**src/rtl/core/i2crts_pkg.sv**
```systemverilog
package i2crts_pkg;

   localparam logic [7:0] ST_BUS_ERROR = 8'h00;
   localparam logic [7:0] ST_START     = 8'h08;
   localparam logic [7:0] ST_RESTART   = 8'h10;
   localparam logic [7:0] ST_SLAW_ACK  = 8'h18;
   localparam logic [7:0] ST_SLAW_NACK = 8'h20;
   localparam logic [7:0] ST_DATA_ACK  = 8'h28;
   localparam logic [7:0] ST_DATA_NACK = 8'h30;
   localparam logic [7:0] ST_ARB_LOST  = 8'h38;
   localparam logic [7:0] ST_SLAR_ACK  = 8'h40;
   localparam logic [7:0] ST_RX_ACK    = 8'h50;
   localparam logic [7:0] ST_RX_NACK   = 8'h58;

   localparam logic RW_READ_BIT = 1'b1;

   localparam logic [1:0] CSR_DEVICE_ADDRESS   = 2'd0;
   localparam logic [1:0] CSR_REGISTER_ADDRESS = 2'd1;
   localparam logic [1:0] CSR_TRANSFER_LENGTH  = 2'd2;
   localparam logic [1:0] CSR_READ_MODE        = 2'd3;

   localparam int unsigned QUEUE_DEPTH = 2;

   typedef enum logic [2:0] {
      OUT_OK         = 3'd0,
      OUT_ADDR_NACK  = 3'd1,
      OUT_DATA_NACK  = 3'd2,
      OUT_ARB_LOST   = 3'd3,
      OUT_BUS_ERROR  = 3'd4,
      OUT_UNEXPECTED = 3'd5,
      OUT_TIMEOUT    = 3'd6
   } outcome_type;

   typedef enum logic [3:0] {
      CLS_BEGIN,
      CLS_TIMEOUT,
      CLS_SLA_W,
      CLS_REG,
      CLS_DATA_ACK,
      CLS_SLA_R,
      CLS_SLAR_ACK,
      CLS_RX_ACK,
      CLS_RX_NACK,
      CLS_ADDR_NACK,
      CLS_DATA_NACK,
      CLS_ARB_LOST,
      CLS_BUS_ERROR,
      CLS_UNEXPECTED
   } cls_type;

   typedef struct packed {
      logic       command;
      logic [7:0] status_code;
      logic       timeout_hit;
      logic [7:0] rx_byte;
      logic [7:0] tx_byte;
   } req_type;

   typedef struct packed {
      logic [7:0] send_byte;
      logic       send_valid;
      logic       request_start;
      logic       request_stop;
      logic       request_ack;
      logic       rx_valid;
      logic [7:0] rx_data;
      logic [7:0] byte_index;
      logic       done_res;
      logic [2:0] outcome;
   } rsp_type;

   typedef struct packed {
      logic [6:0] device_address;
      logic [7:0] register_address;
      logic [7:0] transfer_length;
      logic       read_mode;
   } cfg_type;

   typedef struct packed {
      cls_type    cls;
      logic [7:0] rx_byte;
      logic [7:0] tx_byte;
   } evt_type;

endpackage

```
**src/rtl/core/i2crts_front.sv**
```systemverilog
module i2crts_front import i2crts_pkg::*; (
   input  req_type req_in,
   input  logic    read_mode,
   output evt_type evt_out
);

   cls_type cls;

   always_comb begin
      cls = CLS_UNEXPECTED;
      if (!req_in.command) begin
         cls = CLS_BEGIN;
      end else if (req_in.timeout_hit) begin
         cls = CLS_TIMEOUT;
      end else begin
         case (req_in.status_code)
            ST_START:     cls = CLS_SLA_W;
            ST_SLAW_ACK:  cls = CLS_REG;
            ST_DATA_ACK:  cls = CLS_DATA_ACK;
            ST_RESTART:   cls = read_mode ? CLS_SLA_R : CLS_UNEXPECTED;
            ST_SLAR_ACK:  cls = read_mode ? CLS_SLAR_ACK : CLS_UNEXPECTED;
            ST_RX_ACK:    cls = read_mode ? CLS_RX_ACK : CLS_UNEXPECTED;
            ST_RX_NACK:   cls = read_mode ? CLS_RX_NACK : CLS_UNEXPECTED;
            ST_SLAW_NACK: cls = CLS_ADDR_NACK;
            ST_DATA_NACK: cls = CLS_DATA_NACK;
            ST_ARB_LOST:  cls = CLS_ARB_LOST;
            ST_BUS_ERROR: cls = CLS_BUS_ERROR;
            default:      cls = CLS_UNEXPECTED;
         endcase
      end
   end

   assign evt_out.cls     = cls;
   assign evt_out.rx_byte = req_in.rx_byte;
   assign evt_out.tx_byte = req_in.tx_byte;

endmodule

```
**src/rtl/core/i2crts_queue.sv**
```systemverilog
module i2crts_queue import i2crts_pkg::*; (
   input  logic    clock,
   input  logic    reset,
   input  logic    push,
   input  evt_type push_data,
   output logic    full,
   input  logic    pop,
   output logic    head_valid,
   output evt_type head_data
);

   localparam int unsigned PTR_W = $clog2(QUEUE_DEPTH);
   localparam int unsigned CNT_W = $clog2(QUEUE_DEPTH + 1);

   evt_type            entry_ff [QUEUE_DEPTH];
   logic [PTR_W-1:0]   wr_ptr_ff, wr_ptr_in;
   logic [PTR_W-1:0]   rd_ptr_ff, rd_ptr_in;
   logic [CNT_W-1:0]   count_ff, count_in;

   assign full       = (count_ff == CNT_W'(QUEUE_DEPTH));
   assign head_valid = (count_ff != '0);
   assign head_data  = entry_ff[rd_ptr_ff];

   always_comb begin
      wr_ptr_in = wr_ptr_ff;
      rd_ptr_in = rd_ptr_ff;
      count_in  = count_ff;
      if (push) begin
         wr_ptr_in = (wr_ptr_ff == PTR_W'(QUEUE_DEPTH - 1)) ? '0 : wr_ptr_ff + PTR_W'(1);
      end
      if (pop) begin
         rd_ptr_in = (rd_ptr_ff == PTR_W'(QUEUE_DEPTH - 1)) ? '0 : rd_ptr_ff + PTR_W'(1);
      end
      if (push && !pop) begin
         count_in = count_ff + CNT_W'(1);
      end else if (pop && !push) begin
         count_in = count_ff - CNT_W'(1);
      end
   end

   always_ff @(posedge clock) begin
      if (reset) begin
         wr_ptr_ff <= '0;
         rd_ptr_ff <= '0;
         count_ff  <= '0;
      end else begin
         wr_ptr_ff <= wr_ptr_in;
         rd_ptr_ff <= rd_ptr_in;
         count_ff  <= count_in;
      end
   end

   always_ff @(posedge clock) begin
      if (push) begin
         entry_ff[wr_ptr_ff] <= push_data;
      end
   end

   a_count_bound: assert property (@(posedge clock) disable iff (reset)
      count_ff <= CNT_W'(QUEUE_DEPTH))
      else $error("queue count beyond depth");

   a_pop_nonempty: assert property (@(posedge clock) disable iff (reset)
      pop |-> head_valid)
      else $error("pop from empty queue");

   a_push_grows: assert property (@(posedge clock) disable iff (reset)
      (push && !pop) |=> count_ff == $past(count_ff) + CNT_W'(1))
      else $error("queue count did not follow push");

endmodule

```
**src/rtl/core/i2crts_back.sv**
```systemverilog
module i2crts_back import i2crts_pkg::*; (
   input  logic    clock,
   input  logic    reset,
   input  cfg_type cfg,
   input  logic    evt_valid,
   input  evt_type evt,
   output logic    pop,
   output logic    rsp_valid,
   input  logic    rsp_stall,
   output rsp_type rsp_data
);

   logic [7:0] byte_counter_ff, byte_counter_in;
   logic       end_flag_ff, end_flag_in;
   logic       halted_ff, halted_in;
   logic       rsp_valid_ff, rsp_valid_in;
   rsp_type    rsp_data_ff;
   rsp_type    rsp_in;
   logic       emit;
   logic       load;
   logic [7:0] cnt_inc;

   assign cnt_inc = byte_counter_ff + 8'd1;
   assign pop     = evt_valid && (!rsp_valid_ff || !rsp_stall);
   assign load    = pop && emit;

   always_comb begin
      rsp_in          = '0;
      emit            = 1'b1;
      byte_counter_in = byte_counter_ff;
      end_flag_in     = end_flag_ff;
      halted_in       = halted_ff;
      if (evt.cls == CLS_BEGIN) begin
         byte_counter_in      = '0;
         end_flag_in          = 1'b0;
         halted_in            = 1'b0;
         rsp_in.request_start = 1'b1;
      end else if (halted_ff) begin
         emit = 1'b0;
      end else begin
         case (evt.cls)
            CLS_TIMEOUT: begin
               rsp_in.done_res = 1'b1;
               rsp_in.outcome  = OUT_TIMEOUT;
            end
            CLS_SLA_W: begin
               rsp_in.send_byte  = {cfg.device_address, 1'b0};
               rsp_in.send_valid = 1'b1;
            end
            CLS_REG: begin
               rsp_in.send_byte  = cfg.register_address;
               rsp_in.send_valid = 1'b1;
            end
            CLS_DATA_ACK: begin
               if (cfg.read_mode) begin
                  if (cfg.transfer_length != 8'd0) begin
                     rsp_in.request_start = 1'b1;
                  end else begin
                     rsp_in.request_stop = 1'b1;
                     rsp_in.done_res     = 1'b1;
                  end
               end else if (byte_counter_ff < cfg.transfer_length) begin
                  rsp_in.send_byte  = evt.tx_byte;
                  rsp_in.send_valid = 1'b1;
                  rsp_in.byte_index = byte_counter_ff;
                  byte_counter_in   = cnt_inc;
               end else begin
                  rsp_in.request_stop = 1'b1;
                  rsp_in.done_res     = 1'b1;
               end
            end
            CLS_SLA_R: begin
               rsp_in.send_byte  = {cfg.device_address, RW_READ_BIT};
               rsp_in.send_valid = 1'b1;
            end
            CLS_SLAR_ACK: begin
               rsp_in.request_ack = (cfg.transfer_length > 8'd1);
            end
            CLS_RX_ACK: begin
               rsp_in.rx_valid    = 1'b1;
               rsp_in.rx_data     = evt.rx_byte;
               rsp_in.byte_index  = byte_counter_ff;
               byte_counter_in    = cnt_inc;
               // ack while the byte after the next one is still wanted
               rsp_in.request_ack = ({1'b0, cnt_inc} + 9'd1) < {1'b0, cfg.transfer_length};
            end
            CLS_RX_NACK: begin
               rsp_in.rx_valid     = 1'b1;
               rsp_in.rx_data      = evt.rx_byte;
               rsp_in.byte_index   = byte_counter_ff;
               byte_counter_in     = cnt_inc;
               rsp_in.request_stop = 1'b1;
               rsp_in.done_res     = 1'b1;
            end
            CLS_ADDR_NACK: begin
               rsp_in.request_stop = 1'b1;
               rsp_in.done_res     = 1'b1;
               rsp_in.outcome      = OUT_ADDR_NACK;
            end
            CLS_DATA_NACK: begin
               rsp_in.request_stop = 1'b1;
               rsp_in.done_res     = 1'b1;
               rsp_in.outcome      = OUT_DATA_NACK;
            end
            CLS_ARB_LOST: begin
               if (cfg.read_mode) begin
                  rsp_in.request_stop = 1'b1;
               end else begin
                  rsp_in.request_start = 1'b1;
                  rsp_in.request_ack   = 1'b1;
               end
               rsp_in.done_res = 1'b1;
               rsp_in.outcome  = OUT_ARB_LOST;
            end
            CLS_BUS_ERROR: begin
               rsp_in.request_stop = 1'b1;
               rsp_in.request_ack  = 1'b1;
               rsp_in.done_res     = 1'b1;
               rsp_in.outcome      = OUT_BUS_ERROR;
            end
            default: begin
               rsp_in.request_stop = 1'b1;
               rsp_in.done_res     = 1'b1;
               rsp_in.outcome      = OUT_UNEXPECTED;
               halted_in           = 1'b1;
            end
         endcase
         if (rsp_in.done_res) begin
            end_flag_in = 1'b1;
         end
      end
   end

   always_comb begin
      if (load) begin
         rsp_valid_in = 1'b1;
      end else if (rsp_valid_ff && !rsp_stall) begin
         rsp_valid_in = 1'b0;
      end else begin
         rsp_valid_in = rsp_valid_ff;
      end
   end

   always_ff @(posedge clock) begin
      if (reset) begin
         byte_counter_ff <= '0;
         end_flag_ff     <= 1'b0;
         halted_ff       <= 1'b0;
         rsp_valid_ff    <= 1'b0;
      end else begin
         if (pop) begin
            byte_counter_ff <= byte_counter_in;
            end_flag_ff     <= end_flag_in;
            halted_ff       <= halted_in;
         end
         rsp_valid_ff <= rsp_valid_in;
      end
   end

   always_ff @(posedge clock) begin
      if (load) begin
         rsp_data_ff <= rsp_in;
      end
   end

   assign rsp_valid = rsp_valid_ff;
   assign rsp_data  = rsp_data_ff;

   a_done_sets_end: assert property (@(posedge clock) disable iff (reset)
      (load && rsp_in.done_res) |=> end_flag_ff)
      else $error("end flag not set after completion");

   a_unexpected_halts: assert property (@(posedge clock) disable iff (reset)
      (pop && !halted_ff && evt.cls == CLS_UNEXPECTED) |=> halted_ff)
      else $error("unexpected status did not halt");

   a_outcome_needs_done: assert property (@(posedge clock) disable iff (reset)
      (rsp_valid_ff && rsp_data_ff.outcome != OUT_OK) |-> rsp_data_ff.done_res)
      else $error("error outcome without completion");

   a_halt_silent: assert property (@(posedge clock) disable iff (reset)
      (pop && halted_ff && evt.cls != CLS_BEGIN) |=> !rsp_valid_ff || $stable(rsp_data_ff))
      else $error("halted block produced a result");

endmodule

```
**src/rtl/core/i2c_master_register_transfer_sequencer.sv**
```systemverilog
// An accepted item is held in the queue, then its result is registered onto rsp_valid.
// Throughput: one item per cycle while rsp_stall is low; the classifier feeds a two-entry
// queue and the executor retires one queued item per cycle into the output register.
// Status items seen while halted are consumed and give no result.
// Reset (synchronous, active high) clears the queue, the byte counter, end and halt flags,
// the output valid and all configuration registers.
module i2c_master_register_transfer_sequencer import i2crts_pkg::*; (
   input  logic       clock,
   input  logic       reset,
   input  logic       req_valid,
   output logic       req_stall,
   input  req_type    req_data,
   output logic       rsp_valid,
   input  logic       rsp_stall,
   output rsp_type    rsp_data,
   input  logic       csr_write,
   input  logic [1:0] csr_index,
   input  logic [7:0] csr_wdata
);

   cfg_type cfg_ff;
   evt_type front_evt;
   evt_type head_evt;
   logic    q_full;
   logic    q_push;
   logic    q_pop;
   logic    q_head_valid;

   always_ff @(posedge clock) begin
      if (reset) begin
         cfg_ff <= '0;
      end else if (csr_write) begin
         case (csr_index)
            CSR_DEVICE_ADDRESS:   cfg_ff.device_address   <= csr_wdata[6:0];
            CSR_REGISTER_ADDRESS: cfg_ff.register_address <= csr_wdata;
            CSR_TRANSFER_LENGTH:  cfg_ff.transfer_length  <= csr_wdata;
            CSR_READ_MODE:        cfg_ff.read_mode        <= csr_wdata[0];
            default: ;
         endcase
      end
   end

   assign req_stall = q_full;
   assign q_push    = req_valid && !q_full;

   i2crts_front u_front (
      .req_in    (req_data),
      .read_mode (cfg_ff.read_mode),
      .evt_out   (front_evt)
   );

   i2crts_queue u_queue (
      .clock      (clock),
      .reset      (reset),
      .push       (q_push),
      .push_data  (front_evt),
      .full       (q_full),
      .pop        (q_pop),
      .head_valid (q_head_valid),
      .head_data  (head_evt)
   );

   i2crts_back u_back (
      .clock     (clock),
      .reset     (reset),
      .cfg       (cfg_ff),
      .evt_valid (q_head_valid),
      .evt       (head_evt),
      .pop       (q_pop),
      .rsp_valid (rsp_valid),
      .rsp_stall (rsp_stall),
      .rsp_data  (rsp_data)
   );

endmodule

```
**config.mk**
```make
export PLATFORM = sky130hd
export DESIGN_NAME = i2c_master_register_transfer_sequencer
export DESIGN_NICKNAME = d
export VERILOG_FILES = /design/src/rtl/core/i2crts_pkg.sv /design/src/rtl/core/i2crts_front.sv /design/src/rtl/core/i2crts_queue.sv /design/src/rtl/core/i2crts_back.sv /design/src/rtl/core/i2c_master_register_transfer_sequencer.sv
export SDC_FILE = /design/constraint.sdc
export NUM_CORES = 1
export LEC_CHECK = 0
export BUFFER_PORTS_ARGS = -buffer_cell sky130_fd_sc_hd__buf_2
export CAP_MARGIN = 20
export CORE_ASPECT_RATIO = 1.5
export CORE_MARGIN = 4
export CORE_UTILIZATION = 55
export DETAILED_ROUTE_END_ITERATION = 10
export HOLD_SLACK_MARGIN = 0.03
export PLACE_DENSITY = 0.78
export SYNTH_ARGS = -nofsm -noshare
export SYNTH_HDL_FRONTEND = slang
export SYNTH_SLANG_ARGS = --single-unit
```
**constraint.sdc**
```tcl
create_clock -name clock -period 3.7 [get_ports clock]
set_input_delay 0.555 -clock clock [delete_from_list [all_inputs] [get_ports clock]]
set_output_delay 0.555 -clock clock [all_outputs]
set_load 0.005 [all_outputs]
```
==> results.md <==
- The detailed-router iteration count before antenna repair is 4.
- The die is between 80 and 90 µm wide.
- The area inside the core boundary is between 9000 and 10000 µm².
- The portion of synthesized cell area occupied by the leading cell type is between 40% and 50%.
- The most frequently used flop master after synthesis is edfxtp_1.
- The clock edge transition at the registers on the reported setup and hold paths is approximately 70 ps.
- The number of levels the H-tree was split into is 3.
- The top cell type by total area after synthesis is edfxtp_1.
- The number of slew-limit violations in the final report is 0.
- Counting both buffers and inverters, the worst setup path holds a total of 1.
- The area taken by flip-flops and latches is a little under 3000 µm².
- The worst slack on hold paths is 388 ps.
- The kind of critical path is reg -> reg.
- The footprint of the multi-input gates is about 2300 µm².
- Gates resized during post-CTS repair numbered 0.
- The Yosys step of the flow raised 0 warnings.
- In the synthesized netlist, the number of instances is between 400 and 500.
- Detailed routing inserted a total of 4044 vias.
- Setup repair after global routing left no endpoint under its margin.
- For this run, the slowest stage of the critical path takes approximately 480 ps.
- The number of DRC violations after detailed routing is 0.
- The worst setup slack before clock tree synthesis is ~780 ps.
- TritonCTS built the clock tree.
- edfxtp_1 is the most common cell in the netlist.
- The die area is about 12000 µm².
- The dominant cell type by count on the critical path is ha_1.
- STA puts the critical path data required time at slightly below 4000 ps.
- The die is around 130 µm tall.
- The signal on the critical path passes through ha_1, inv_1, a21oi_1, nor2_1, o211a_1, xnor2_1, ha_1, nor2b_1, o21ai_0, nand2_1, a311o_1, a211oi_2.
- Pin placement for this block handled between 70 and 80 I/O pins.
- The power density over cell area is roughly 660 nW/µm².
- The area growth from synthesis to layout is 13.9%.
- Cells with a size suffix above 1 make up 22.2% of the layout.
- The worst register-to-register path has a depth of 12.
- The final number of hold-violating endpoints is 0.
- Using the TritonRoute via totals, the vias-per-cell ratio works out to 5.90.
- The leakage component of the power is roughly 2.4 nW.
- The clock drives approximately 110 sinks.
- In this run the number of cells on the critical path is 12.
- The number of setup buffers added after CTS is 0.
- The number of DRC violations after detailed-routing iteration 0 is 264.
- Routability-driven placement finished with a final weighted congestion of 0.948.
- After legalization and detailed placement, the total HPWL measured just over 9 mm.
- Once detail routing completed, the nets flagged for antenna violations numbered 0.
- Counting along the longest clock path gives a buffer depth of 2.
- STA classifies the critical path startpoint as a flop.
- Once routing completed, OpenROAD measured the worst setup slack at 720 ps.
- Ranked by instance count, the synthesized netlist is headed by 73 x edfxtp_1, 71 x nor2_1, 39 x dfxtp_1.
- After filler insertion, the fill cell instance count of the layout stands at around 770.
- At the pin with the least slew margin, the transition time is around 930 ps.
- The wire length reported by the detailed router is 12.4 mm.
- Global routing used between 20% and 30% of the available tracks across all layers.
- The arrival time of data at the critical path endpoint is between 3000 and 4000 ps.
- Global routing finished with a remaining overflow of 0.
- The worst-path cell with the longest stage delay is dfxtp_1.
- The class of the tightest hold or removal check is in -> reg.
- The post-synth design cell area is between 5000 and 6000 µm².
- In this run the core area contains 44 standard-cell rows.
- In the final routed layout, each cell accounts on average for 18.1 µm.
- Of the synthesized area, sequential elements account for between 50 and 60%.
- The number of buffers added on ports is 75.
- In this run the register-to-register setup slack is around 720 ps.
- The final critical path takes up 80.5% of the cycle.
- The count of hold-fix buffers inserted at cts is 0.
- The run finished with clean final reports.
- Counting instances, the worst hold path has a depth of 1.
- The average instance in the mapped netlist occupies between 10 and 15 µm².
- The number of global-route vias before repair is 4211.
- The number of antenna violations at the first check in global routing is 0.
- Across the run, the number of max-cap violations was 0.
- The maximum clock frequency is ~340 MHz.
- The number of clock buffers added by TritonCTS is 9.
- The largest fanout on the critical path is 9.
- The total nets after synthesis is ~550.
- Sorting the synthesized cells by area gives the leading types as edfxtp_1 40%, dfxtp_1 14%, mux2i_1 6.4%.
- The initial utilization of the core area, before any placement, comes to between 50% and 60%.
- The fraction of synthesis flops using an asynchronous set or reset pin is 0%.
- The kind of cell adding the most delay to the critical path is compound AO/OA/AOI/OAI gates.
- The count of state elements after synthesis is 112.
- The global-route wire length before repair is between 20 and 25 mm.
- For the worst-skew pair, the clock arrives at the later sink with an insertion delay of ~350 ps.
- The worst setup path is captured at a flop.
- Entering global routing, the biggest net connects 42 pins.
- The highest ir drop seen on vdd is 0.000484 V.
- In the final timing run, aggregate negative setup slack is 0 ps.
- The number of antenna diodes in the final layout is 0.
- The worst clock skew on the final layout is a little over 7 ps.
- Total power for the finished layout comes to 0.00412 W.
- In this run the clock root is driven by a clkbuf_16.
- The final core utilization is between 60 and 70%.
- The number of enable flip-flop cells after synthesis is 73.
- At the end of the flow, the number of nets in the layout was around 620.
- Subtracting the final worst setup slack from the clock period gives 2980 ps.
- Setup violations remaining at the end of the flow were counted as 0.
- Measured against its own limit, the worst slew margin works out to 37.9%.
- The number of distinct library cell variants in the gate-level netlist after synthesis is 61.
## per-layer routing
layer / global-route usage, % / up-vias / part of all wire [%]
li1: - / 1943 / -
met1: 25.8 / 1925 / 39
met2: 39.8 / 140 / 53
met3: 4.55 / 36 / 4.8
met4: 12.0 / 0 / 3.7
met5: 0 / - / 0
## metrics by stage
step	instances	instance area (µm²)
floorplan	496	5450
global placement	670	5910
detailed placement	670	5910
CTS	686	6210
global route	686	6210
finish	686	6210
## where the power goes
part / leakage (nW) / internal [W] / switching [W] / total (W)
combinational: 1.27 / 0.000499 / 0.000819 / 0.00132
clock: 0.148 / 0.000526 / 0.000431 / 0.000958
sequential: 1.02 / 0.00171 / 0.000141 / 0.00185
total: 2.43 / 0.00273 / 0.00139 / 0.00412
## flip-flops by register name, indices dropped and copies added (netlist names), named ones only
signal / cells
u_queue.entry_ff: 40
cfg_ff: 24
u_queue.count_ff: 2
u_back.rsp_data: 33
u_back.halted_ff: 1
u_queue.wr_ptr_ff: 1
u_queue.rd_ptr_ff: 1
u_back.rsp_valid: 1
u_back.byte_counter_ff: 8
## logic make-up after synthesis
family | count (synthesis) | share of synthesized area, %
compound gates | 94 | 11.2
xor+xnor | 17 | 2.73
fa+ha+maj | 17 | 3.90
buf+inv | 37 | 2.98
flops | 112 | 54.6
mux | 49 | 9.74
simple gates | 170 | 14.9
## layout by cell type (no fill, tap or decap), types with 9 or more instances in the layout
cell type / n
xnor2_1: 9
mux2i_1: 35
ha_1: 17
nand3_1: 11
nand2_1: 35
o21ai_1: 11
mux2_2: 12
buf_2: 75
inv_1: 16
edfxtp_1: 73
nor3_1: 15
o21ai_0: 15
a21oi_1: 29
dfxtp_1: 39
nor2_1: 71
clkbuf_16: 9
## final cells by class
cell class | instances | area share, %
Clock buffer | 9 | 3.63
Sequential cell | 112 | 47.9
Multi-Input combinational cell | 347 | 37.3
Tap cell | 115 | 2.32
Inverter | 17 | 1.03
Clock inverter | 7 | 1.13
Timing Repair Buffer | 79 | 6.73
## path summary, 6_finish.rpt
path | from | end
hold reg to reg | cfg_ff[11] | cfg_ff[11]
setup reg to reg | u_back.byte_counter_ff[0] | u_back.rsp_data[21]
setup / recovery | u_back.byte_counter_ff[0] | u_back.rsp_data[21]
hold / removal | req_data[15] | u_queue.entry_ff[0][15]
Power figures use the tool's default switching activity.
